<file path="src/sv/bmcc_pkg.sv">
`timescale 1ns / 1ps
// ----------------------------------------------------------------------------
// Button multi-click classifier package
// Shared types, register indexes, reset values and action codes.
// ----------------------------------------------------------------------------
package bmcc_pkg;

    localparam int unsigned COUNT_WIDTH_DEF = 16;
    localparam int unsigned CFG_W           = 16;
    localparam int unsigned CFG_IDX_W       = 3;
    localparam int unsigned CLICK_W         = 8;
    localparam int unsigned ACTION_W        = 3;
    localparam int unsigned DEC_LIMIT       = 100;

    localparam logic [CFG_W-1:0] LONG_PRESS_RST = CFG_W'(100);
    localparam logic [CFG_W-1:0] CLICK_MAX_RST  = CFG_W'(50);
    localparam logic [CFG_W-1:0] CLICK_MIN_RST  = CFG_W'(2);
    localparam logic [CFG_W-1:0] QUIET_GAP_RST  = CFG_W'(30);

    typedef enum logic [CFG_IDX_W-1:0] {
        CFG_ACTIVE_HIGH = 3'd0,
        CFG_LONG_PRESS  = 3'd1,
        CFG_CLICK_MAX   = 3'd2,
        CFG_CLICK_MIN   = 3'd3,
        CFG_QUIET_GAP   = 3'd4
    } cfg_idx_t;

    typedef enum logic [ACTION_W-1:0] {
        ACT_NONE   = 3'd0,
        ACT_SINGLE = 3'd1,
        ACT_DOUBLE = 3'd2,
        ACT_TRIPLE = 3'd3,
        ACT_LONG   = 3'd4
    } action_t;

    typedef enum logic [1:0] {
        PH_IDLE = 2'd0,
        PH_DOWN = 2'd1,
        PH_HELD = 2'd2,
        PH_UP   = 2'd3
    } phase_t;

    typedef struct packed {
        logic             active_high;
        logic [CFG_W-1:0] long_press_ticks;
        logic [CFG_W-1:0] click_max_ticks;
        logic [CFG_W-1:0] click_min_ticks;
        logic [CFG_W-1:0] quiet_gap_ticks;
    } cfg_t;

endpackage

</file>
<file path="src/sv/bmcc_cfg_regs.sv">
`timescale 1ns / 1ps
// ----------------------------------------------------------------------------
// Configuration registers
// Holds polarity and tick thresholds, written through a plain write port.
// ----------------------------------------------------------------------------
module bmcc_cfg_regs
(
    input  logic                              clk,
    input  logic                              rst_n,
    input  logic                              cfg_we,
    input  logic [bmcc_pkg::CFG_IDX_W-1:0]    cfg_index,
    input  logic [bmcc_pkg::CFG_W-1:0]        cfg_data,
    output bmcc_pkg::cfg_t                    cfg
);
    import bmcc_pkg::*;

    cfg_t cfg_reg;
    cfg_t cfg_next;

    always_comb
    begin
        cfg_next = cfg_reg;
        if (cfg_we)
        begin
            case (cfg_idx_t'(cfg_index))
                CFG_ACTIVE_HIGH: cfg_next.active_high      = cfg_data[0];
                CFG_LONG_PRESS:  cfg_next.long_press_ticks = cfg_data;
                CFG_CLICK_MAX:   cfg_next.click_max_ticks  = cfg_data;
                CFG_CLICK_MIN:   cfg_next.click_min_ticks  = cfg_data;
                CFG_QUIET_GAP:   cfg_next.quiet_gap_ticks  = cfg_data;
                default:         cfg_next = cfg_reg;
            endcase
        end
    end

    always_ff @(posedge clk or negedge rst_n)
    begin
        if (!rst_n)
        begin
            cfg_reg.active_high      <= 1'b0;
            cfg_reg.long_press_ticks <= LONG_PRESS_RST;
            cfg_reg.click_max_ticks  <= CLICK_MAX_RST;
            cfg_reg.click_min_ticks  <= CLICK_MIN_RST;
            cfg_reg.quiet_gap_ticks  <= QUIET_GAP_RST;
        end
        else
        begin
            cfg_reg <= cfg_next;
        end
    end

    assign cfg = cfg_reg;

endmodule

</file>
<file path="src/sv/bmcc_core.sv">
`timescale 1ns / 1ps
// ----------------------------------------------------------------------------
// Press/release phase machine
// Tracks hold, release and click counts and judges each finished run.
// ----------------------------------------------------------------------------
module bmcc_core
#(
    parameter int unsigned COUNT_WIDTH = bmcc_pkg::COUNT_WIDTH_DEF
)
(
    input  logic              clk,
    input  logic              rst_n,
    input  logic              step,
    input  logic              pin_level,
    input  bmcc_pkg::cfg_t    cfg,
    output bmcc_pkg::action_t action_next
);
    import bmcc_pkg::*;

    localparam int unsigned CMP_W = (COUNT_WIDTH > CFG_W) ? COUNT_WIDTH : CFG_W;

    phase_t                 phase_reg, phase_next;
    logic [COUNT_WIDTH-1:0] release_reg, release_next;
    logic [COUNT_WIDTH-1:0] hold_reg, hold_next;
    logic [CLICK_W-1:0]     click_reg, click_next;
    logic                   seen_reg, seen_next;

    logic                   pressed;
    logic [COUNT_WIDTH-1:0] release_inc;
    logic [CMP_W-1:0]       hold_x;
    logic [CMP_W-1:0]       release_x;
    logic                   is_long;
    logic                   is_discard;
    logic                   is_judged;

    assign pressed = (pin_level == cfg.active_high);

    // release counter advances in idle only once a release has been seen
    assign release_inc = (seen_reg && (release_reg != {COUNT_WIDTH{1'b1}}))
                         ? release_reg + 1'b1 : release_reg;

    assign hold_x    = CMP_W'(hold_reg);
    assign release_x = CMP_W'(release_inc);

    assign is_long    = hold_x > CMP_W'(cfg.long_press_ticks);
    assign is_discard = (hold_x < CMP_W'(cfg.long_press_ticks)) &&
                        (hold_x > CMP_W'(cfg.click_max_ticks));
    assign is_judged  = (release_x > CMP_W'(cfg.quiet_gap_ticks)) &&
                        (hold_x > CMP_W'(cfg.click_min_ticks)) &&
                        (hold_x < CMP_W'(cfg.click_max_ticks));

    // next phase
    always_comb
    begin
        case (phase_reg)
            PH_IDLE: phase_next = pressed ? PH_DOWN : PH_IDLE;
            PH_DOWN: phase_next = PH_HELD;
            PH_HELD: phase_next = pressed ? PH_HELD : PH_UP;
            PH_UP:   phase_next = PH_IDLE;
            default: phase_next = PH_IDLE;
        endcase
    end

    // counters and action
    always_comb
    begin
        release_next = release_reg;
        hold_next    = hold_reg;
        click_next   = click_reg;
        seen_next    = seen_reg;
        action_next  = ACT_NONE;
        case (phase_reg)
            PH_IDLE:
            begin
                release_next = release_inc;
                if (is_long || is_discard || is_judged)
                begin
                    release_next = '0;
                    hold_next    = '0;
                    click_next   = '0;
                    seen_next    = 1'b0;
                end
                if (is_long)
                begin
                    action_next = ACT_LONG;
                end
                else if (!is_discard && is_judged)
                begin
                    case (click_reg)
                        CLICK_W'(1): action_next = ACT_SINGLE;
                        CLICK_W'(2): action_next = ACT_DOUBLE;
                        CLICK_W'(3): action_next = ACT_TRIPLE;
                        default:     action_next = ACT_NONE;
                    endcase
                end
            end
            PH_DOWN:
            begin
                if (click_reg != {CLICK_W{1'b1}})
                begin
                    click_next = click_reg + 1'b1;
                end
                seen_next = 1'b0;
                hold_next = '0;
            end
            PH_HELD:
            begin
                if (pressed && (hold_reg != {COUNT_WIDTH{1'b1}}))
                begin
                    hold_next = hold_reg + 1'b1;
                end
            end
            PH_UP:
            begin
                seen_next    = 1'b1;
                release_next = '0;
                // a hold beyond the fixed limit does not count as a click
                if ((hold_x > CMP_W'(DEC_LIMIT)) && (click_reg != '0))
                begin
                    click_next = click_reg - 1'b1;
                end
            end
            default:
            begin
                action_next = ACT_NONE;
            end
        endcase
    end

    always_ff @(posedge clk or negedge rst_n)
    begin
        if (!rst_n)
        begin
            phase_reg   <= PH_IDLE;
            release_reg <= '0;
            hold_reg    <= '0;
            click_reg   <= '0;
            seen_reg    <= 1'b0;
        end
        else if (step)
        begin
            phase_reg   <= phase_next;
            release_reg <= release_next;
            hold_reg    <= hold_next;
            click_reg   <= click_next;
            seen_reg    <= seen_next;
        end
    end

endmodule

</file>
<file path="src/sv/bmcc_out_reg.sv">
`timescale 1ns / 1ps
// ----------------------------------------------------------------------------
// Result register
// Holds one action item until the receiver takes it; frees itself on take.
// ----------------------------------------------------------------------------
module bmcc_out_reg
(
    input  logic                   clk,
    input  logic                   rst_n,
    input  logic                   load,
    input  bmcc_pkg::action_t      action_d,
    input  logic                   out_ready,
    output logic                   out_valid,
    output logic                   free,
    output bmcc_pkg::action_t      action_q
);
    import bmcc_pkg::*;

    logic    valid_reg, valid_next;
    action_t action_reg;

    assign free = !valid_reg || out_ready;

    always_comb
    begin
        if (load)
        begin
            valid_next = 1'b1;
        end
        else if (out_ready)
        begin
            valid_next = 1'b0;
        end
        else
        begin
            valid_next = valid_reg;
        end
    end

    always_ff @(posedge clk or negedge rst_n)
    begin
        if (!rst_n)
        begin
            valid_reg <= 1'b0;
        end
        else
        begin
            valid_reg <= valid_next;
        end
    end

    always_ff @(posedge clk)
    begin
        if (load)
        begin
            action_reg <= action_d;
        end
    end

    assign out_valid = valid_reg;
    assign action_q  = action_reg;

endmodule

</file>
<file path="src/sv/button_multi_click_classifier.sv">
`timescale 1ns / 1ps
// ----------------------------------------------------------------------------
// Button multi-click classifier
// Classifies a sampled button level stream into single, double and triple
// clicks and long presses.
// ----------------------------------------------------------------------------
// Usage:
//   Input channel carries one pin_level sample per item (in_valid/in_ready).
//   Output channel returns exactly one action item per input item
//   (out_valid/out_ready): 0 none, 1 single, 2 double, 3 triple, 4 long.
//   The action is registered: an item accepted at one edge shows its action
//   from the next cycle on. Throughput is one item per cycle, set by the
//   single output register; the phase update is one short step per item.
//   If the receiver stalls, the result register holds its item and
//   in_ready drops until it is taken; nothing is lost.
//   Registers are written through cfg_we/cfg_index/cfg_data by the user
//   only while idle, not enforced; writes to unused indexes are ignored.
//   Reset puts the machine in idle with all counters at zero, empties the
//   result register and loads the default thresholds (active low, long
//   press 100, click max 50, click min 2, quiet gap 30).
// ----------------------------------------------------------------------------
module button_multi_click_classifier
#(
    parameter int unsigned COUNT_WIDTH = bmcc_pkg::COUNT_WIDTH_DEF
)
(
    input  logic                              clk,
    input  logic                              rst_n,
    input  logic                              cfg_we,
    input  logic [bmcc_pkg::CFG_IDX_W-1:0]    cfg_index,
    input  logic [bmcc_pkg::CFG_W-1:0]        cfg_data,
    input  logic                              in_valid,
    output logic                              in_ready,
    input  logic                              pin_level,
    output logic                              out_valid,
    input  logic                              out_ready,
    output logic [bmcc_pkg::ACTION_W-1:0]     action
);
    import bmcc_pkg::*;

    cfg_t    cfg;
    action_t action_next;
    action_t action_q;
    logic    step;

    assign step = in_valid && in_ready;

    bmcc_cfg_regs u_cfg_regs
    (
        .clk       (clk),
        .rst_n     (rst_n),
        .cfg_we    (cfg_we),
        .cfg_index (cfg_index),
        .cfg_data  (cfg_data),
        .cfg       (cfg)
    );

    bmcc_core
    #(
        .COUNT_WIDTH (COUNT_WIDTH)
    )
    u_core
    (
        .clk         (clk),
        .rst_n       (rst_n),
        .step        (step),
        .pin_level   (pin_level),
        .cfg         (cfg),
        .action_next (action_next)
    );

    bmcc_out_reg u_out_reg
    (
        .clk       (clk),
        .rst_n     (rst_n),
        .load      (step),
        .action_d  (action_next),
        .out_ready (out_ready),
        .out_valid (out_valid),
        .free      (in_ready),
        .action_q  (action_q)
    );

    assign action = action_q;

endmodule

</file>
<file path="config.mk">
export PLATFORM = sky130hd
export DESIGN_NAME = button_multi_click_classifier
export DESIGN_NICKNAME = d
export VERILOG_FILES = /design/src/sv/bmcc_pkg.sv /design/src/sv/bmcc_cfg_regs.sv /design/src/sv/bmcc_core.sv /design/src/sv/bmcc_out_reg.sv /design/src/sv/button_multi_click_classifier.sv
export SDC_FILE = /design/constraint.sdc
export NUM_CORES = 1
export LEC_CHECK = 0
export ABC_AREA = 1
export ABC_CLOCK_PERIOD_IN_PS = 3980
export BUFFER_PORTS_ARGS = -buffer_cell sky130_fd_sc_hd__clkbuf_2
export CORE_MARGIN = 2
export CORE_UTILIZATION = 60
export CTS_CLUSTER_DIAMETER = 120
export DETAILED_ROUTE_END_ITERATION = 12
export PLACE_DENSITY_LB_ADDON = 0.2
export RECOVER_POWER = 50
export SLEW_MARGIN = 0
export SYNTH_ARGS = -nofsm -noshare
export SYNTH_HDL_FRONTEND = slang
export SYNTH_SLANG_ARGS = --single-unit
</file>
<file path="constraint.sdc">
create_clock -name clk -period 3.98 [get_ports clk]
set_clock_uncertainty 0.15 [all_clocks]
set_input_delay 0.597 -clock clk [delete_from_list [all_inputs] [get_ports clk]]
set_output_delay 0.597 -clock clk [all_outputs]
set_load 0.03 [all_outputs]
</file>
### After elaboration in Yosys (flattened, before gate mapping)

Cells that the tools add are included.

| storage, ports and cells | value |
|---|---|
| bits in writable memories | 0 |
| bits in registers | 112 |
| memories | 0 |
| latch bits | 0 |
| ROM bits | 0 |
| word-level logic and storage cells | 94 |
| output and inout port bits | 5 |

| cells by class | value |
|---|---|
| eq/ne operators | 18 |
| shifts and indexed selects | 0 |
| add/subtract/negate cells | 4 |
| bitwise operators | 2 |
| multipliers | 0 |
| reduce and logical (&&, ||, !) cells | 30 |
| muxes and demuxes | 20 |
| div/mod/pow operators | 0 |
| magnitude comparators | 7 |

Operator list:

| kind | number |
|---|---|
| 16-bit greater-than comparator | 4 |
| 16-bit 2-to-1 mux | 4 |
| 16-bit case mux with 3 select lines | 1 |
| 16-bit by 1-bit adder with 16-bit output (second input constant) | 2 |
| 16-bit less-than comparator | 2 |
| 16-bit inequality test (second input constant) | 2 |
| 16-bit case mux with 2 select lines | 1 |
| 8-bit 2-to-1 mux | 3 |
| 8-bit case mux with 3 select lines | 1 |
| 8-bit by 2-bit equality test with 1-bit output (second input constant) | 2 |
| 16-bit by 7-bit greater-than comparator with 1-bit output (second input constant) | 1 |
| 2-bit AND reduction | 6 |
| 8-bit by 1-bit adder with 8-bit output (second input constant) | 1 |
| 8-bit by 1-bit equality test with 1-bit output (second input constant) | 1 |
| 1-bit logical AND | 8 |
| 2-bit by 1-bit inequality test with 1-bit output (second input constant) | 4 |
| 8-bit inequality test (second input constant) | 1 |
| 2-bit case mux with 4 select lines | 1 |
| 8-bit nonzero test | 1 |
| 8-bit by 1-bit subtractor with 8-bit output (second input constant) | 1 |
| 3-bit by 2-bit equality test with 1-bit output (second input constant) | 2 |
| 3-bit 2-to-1 mux | 2 |
| 2-bit case mux with 3 select lines | 1 |
| 3-bit nonzero test | 2 |
| 17 further kinds | 27 |

### Depth between registers and ports, before layout

| depth | value |
|---|---|
| depth in word-level cells | 9 |
| depth in mapped cells | 25 |

### Cells and area by module

A second synthesis with hierarchy kept.

| second synthesis, totals | value |
|---|---|
| cell total of the unflattened synthesis | 1004 |
| area, all modules | 7669.9 µm² |

Modules (own cells, without submodules):

| module | area an instance (µm²) | instances | cells each |
|---|---|---|---|
| bmcc_core | 4867.2 | 1 | 703 |
| bmcc_cfg_regs | 2660.1 | 1 | 291 |
| bmcc_out_reg | 135.1 | 1 | 8 |
| button_multi_click_classifier | 7.5 | 1 | 2 |

### Worst setup path before layout

Ideal clock, no wire load.

| timing path | value |
|---|---|
| path kind | reg-to-reg |
| start | register u_core.release_reg[0] |
| end | register u_core.hold_reg[7] |
| cell stages (with the launch flop) | 25 |
| buffers on the path | 1 |
| library setup time | 0.117 ns |
| arrival | 2.918 ns |
| data required time | 3.713 ns |
| path slack | 0.795 ns |
| path through | dfrtp_1 > ha_1 > nand3_1 > nor2_2 > nand3_1 > nand2_4 > nor3_2 > nand3_1 > xor2_1 > inv_1 > ha_1 > nand2_1 > nor2_1 > nand2_1 > nor2_2 > nand2_1 > nand2_1 > nor2_1 > nor2_1 > nand2_2 > nand4_4 > nand3_4 > buf_6 > nand2_1 > nand2_1 |

| between the ends | value |
|---|---|
| cells in the longest elaborated chain, start to end | 9 |
| elaborated cells on any way between the ends | 10 |
| those cells by class | add/sub: 1; order compare: 1; eq/ne: 2; mux: 1; reduce/logical: 5 |

RTL lines:

| what | line | RTL |
|---|---|---|
| from (decl) | bmcc_core.sv:23 | `logic [COUNT_WIDTH-1:0] release_reg, release_next;` |
| from (signal assigned) | bmcc_core.sv:143 | `release_reg <= release_next;` |
| parallel branches: the longest is 2 deep, another holds 16-bit by 1-bit adder with 16-bit output | - |  |
| 16-bit 2-to-1 mux (*) | bmcc_core.sv:40 | `? release_reg + 1'b1 : release_reg;` |
| 16-bit greater-than comparator (*) | bmcc_core.sv:48 | `assign is_judged = (release_x > CMP_W'(cfg.quiet_gap_ticks)) &&` |
| 1-bit logical AND (*) | bmcc_core.sv:48 |  |
| 1-bit logical AND (*) | bmcc_core.sv:49 | `(hold_x > CMP_W'(cfg.click_min_ticks)) &&` |
| 1-bit logical OR (*) | bmcc_core.sv:76 | `if (is_long \|\| is_discard \|\| is_judged)` |
| 2-bit by 1-bit inequality test with 1-bit output (no source line) (*) | - |  |
| 4-bit AND reduction (no source line) (*) | - |  |
| to (signal assigned) | bmcc_core.sv:144 | `hold_reg <= hold_next;` |
| to (decl) | bmcc_core.sv:24 | `logic [COUNT_WIDTH-1:0] hold_reg, hold_next;` |

Mark *: on every way between the ends.
A chain may end at the register's enable or synchronous reset.

### Worst setup path in the final report

| timing path | value |
|---|---|
| start | register u_core.release_reg[0] |
| end | register u_core.hold_reg[1] |

Same word-level chain as after synthesis.

==> flow_summary.json <==
{
  "drv_slew": 57,
  "tightest_slew_ns": 3.24,
  "first_global_vias": 5963,
  "drt_iter0_drc": 484,
  "critPathMostFrequentCell": "nand2_1",
  "critPathLaunchType": "register",
  "drive_gt1_share_pct": 8.07,
  "avgSynthCellArea_um2": 7.50,
  "crit_family": "simple AND/OR/NAND/NOR gates",
  "area_growth_pct": 8.32,
  "path_class": "register to register",
  "antenna_cells": 0,
  "drc_errors": 0,
  "die_y_um": 115,
  "relSlewSlack_pct": -116,
  "yosysUniqueCellTypes": 44,
  "grt_setup_unrepaired": "no",
  "die-area_um2": 13200,
  "r2r-end": "u_core.hold_reg[1]$_DFFE_PN0P_",
  "synth_edf_count": 3,
  "grt_usage_pct": 28.5,
  "slowest_stage": "dfrtp_1",
  "crit_fanout": 8,
  "cp-end-kind": "register",
  "whs_ns": 0.337,
  "hold_depth": 2,
  "grt_max_degree": 58,
  "root_buffer": "clkbuf_16",
  "power.leakage_nw": 4.28,
  "dp_hpwl_um": 12500,
  "r2r-start": "u_core.release_reg[0]$_DFFE_PN0P_",
  "hold_viol_final": 0,
  "fin_area_um2": 8020,
  "clock-sinks": 112,
  "globalRouteOverflowTotal": 0,
  "p_per_area_nw_per_um2": 505,
  "cts_made_buffers": 9,
  "io_buffers": 29,
  "min_from": "u_cfg_regs.cfg[7]$_DFFE_PN0P_",
  "yosysWarnings": 0,
  "io_pins": 30,
  "slowest_delay_ns": 0.43,
  "tns_ns": 0,
  "maxCapViolCount": 1,
  "cts_buffer_depth": 2,
  "multiInputGateArea_um2": 3880,
  "ant_nets": 0,
  "path_clk_slew_ns": 0.08,
  "ys_seq_elements": 112,
  "first_pass_iters": 5,
  "totalWireLength_um": 17300,
  "synthCells": 987,
  "netlist_area_um2": 7400,
  "fillers": 1071,
  "rr_worst_depth": 22,
  "setup_viol": 0,
  "status": "finished with violations",
  "ir_drop_uv": 347,
  "die_width_um": 115,
  "synth.net_count": 1089,
  "clk_latency_ns": 0.36,
  "yosysSeqAreaShare_pct": 38.3,
  "placedInstanceArea_um2": 7670,
  "crit_buf_inv": 0,
  "routedWlPerCell_um": 14.9,
  "antenna_found_initial": 0,
  "avgViaCountPerCell": 5.36,
  "rows": 40,
  "period_needed_ns": 3.61,
  "final_core_util_pct": 66.7,
  "regArea_um2": 2830,
  "path_cells": "ha_1, nand3_1, nor2_2, nand3_1, nand2_4, nor4_2, nand2_1, xnor2_1, ha_1, nand2_1, nor2_1, nand2_1, nor2_2, nand2_1, nand2_1, nor2_1, nor2_1, nand2_2, nand4_4, nand3_2, nand2_1, nand2_1",
  "h-tree-depth": 3,
  "largest_register_ffs": 65,
  "via_count": 6233,
  "fin_crit_sh_pct": 90.7,
  "fin_nets": 1113,
  "initial_utilization_pct": 61.6,
  "cts_tree": "yes",
  "routabilityCongestion": 0.932,
  "min_path_type": "register to register",
  "violations": "max-capacitance violations, max-slew violations",
  "clock.fmax_mhz": 277,
  "placeableCoreArea_um2": 12000,
  "critPathRequiredTime_ns": 4.07,
  "r2r_setup_slack_ns": 0.37,
  "synth_ff_type": "dfrtp_1",
  "worst-endpoint-arrival_ns": 3.70,
  "cts_hold_buf": 0,
  "min_to": "u_cfg_regs.cfg[7]$_DFFE_PN0P_",
  "synthArstFlopShare_pct": 97.3,
  "grt_pass1_wl_um": 29600
}
[final cells by class]
type,count,area share (%)
clock buffer,10,2.98
clock inverter,6,0.921
inverter,159,7.45
multi-input combinational,693,48.4
sequential,112,35.3
tap,147,2.29
timing repair buffer,36,2.61
[per-layer routing]
| metal | track usage (%) | routed length, um |
|---|---|---|
| met4 | 9.80 | 474 |
| met3 | 6.64 | 901 |
| met1 | 38.8 | 8090 |
| met2 | 45.3 | 7870 |
| met5 | 0 | 0 |
[cells in the mapped netlist (2+ instances only)]
cell type	n	share of area, %
buf_4	3	0.30
xnor2_1	10	1.2
o21ai_1	5	0.34
edfxtp_1	3	1.2
buf_2	3	0.20
a21oi_1	37	2.5
a21oi_2	2	0.24
nor2_2	5	0.42
inv_2	2	0.10
nand3_2	2	0.27
nor3_1	12	0.81
dfrtp_1	98	33
xor2_1	13	1.5
clkbuf_1	16	0.81
nor2_1	59	3.0
ha_1	77	13
nand4_1	33	2.8
o21ai_0	92	6.2
inv_1	156	7.9
nand2_1	290	15
a21o_1	5	0.51
nand3_1	32	2.2
dfstp_2	11	3.9
[worst register-to-register path, cell delays in order, from the launching register on]
cell and delay, ns:
dfrtp_1 0.43, ha_1 0.23, nand3_1 0.17, nor2_2 0.08
nand3_1 0.12, nand2_4 0.10, nor4_2 0.23, nand2_1 0.12
xnor2_1 0.18, ha_1 0.32, nand2_1 0.06, nor2_1 0.12
nand2_1 0.10, nor2_2 0.11, nand2_1 0.06, nand2_1 0.06
nor2_1 0.04, nor2_1 0.12, nand2_2 0.10, nand4_4 0.16
nand3_2 0.22, nand2_1 0.13, nand2_1 0.07
[metrics by stage]
| stage | cells | total power [W] | setup WS (ns) |
|---|---|---|---|
| floorplan | 987 | 0.00267 | 0.795 |
| global placement | 1144 | 0.00302 | 0.399 |
| detailed placement | 1144 | 0.00306 | 0.318 |
| CTS | 1160 | 0.00403 | 0.227 |
| global route | 1163 | 0.00439 | 0.0265 |
| finish | 1163 | 0.00405 | 0.370 |
[repair_timing]
action / in CTS / in global routing
hold endpoints to repair: 0 / 0
setup buffers: 0 / 2
gates resized for setup: 0 / 3
setup endpoints to repair: 0 / 36
[cell usage in the layout, fill, tap and decap left out, types with 2 or more instances in the layout]
master and n:
inv_6 2, nand3_4 2, clkbuf_2 28, nand4_1 33, a21oi_2 2, edfxtp_1 3, dfstp_2 11, nand3_2 2
buf_4 4, a21oi_1 37, xnor2_1 10, o21ai_1 5, nand3_1 32, nand2_1 290, inv_1 156, clkinv_4 3
inv_2 2, ha_1 77, clkbuf_16 9, o21ai_0 92, clkbuf_1 2, a21o_1 5, nor2_2 4, dfrtp_1 98
nor3_1 12, nor2_1 59, xor2_1 13
[report_power, final]
part | internal [W] | leakage (nW) | total, W | switching, W
Sequential | 0.00137 | 1.42 | 0.00157 | 0.000200
Clock | 0.000514 | 0.154 | 0.000959 | 0.000445
Combinational | 0.000526 | 2.71 | 0.00151 | 0.000988
Total | 0.00241 | 4.28 | 0.00405 | 0.00163
[worst max path at each step]
| stage | start | end | slack [ns] | cells past startpoint |
|---|---|---|---|---|
| finish | u_core.release_reg[0]$_DFFE_PN0P_ | u_core.hold_reg[1]$_DFFE_PN0P_ | 0.37 | 22 |
| global route | u_core.release_reg[0]$_DFFE_PN0P_ | u_core.release_reg[13]$_DFFE_PN0P_ | 0.03 | 23 |
| CTS | u_core.release_reg[0]$_DFFE_PN0P_ | u_core.release_reg[6]$_DFFE_PN0P_ | 0.23 | 22 |
| detailed placement | u_core.release_reg[0]$_DFFE_PN0P_ | u_core.release_reg[6]$_DFFE_PN0P_ | 0.32 | 22 |
| global placement | u_core.release_reg[0]$_DFFE_PN0P_ | u_core.release_reg[6]$_DFFE_PN0P_ | 0.40 | 22 |
| floorplan | u_core.release_reg[0]$_DFFE_PN0P_ | u_core.hold_reg[7]$_DFFE_PN0P_ | 0.79 | 24 |
[cell families after synthesis]
kind of cell | after synthesis | synth area share [%]
AOI/OAI and AO/OA | 148 | 10.6
xor gates and xnor gates | 23 | 2.72
buffers and inverters | 183 | 9.59
adders and majority gates | 77 | 13.0
and+or+nand+nor | 444 | 25.8
DFF | 112 | 38.3
Note: power is estimated with default switching activity, not from simulation.
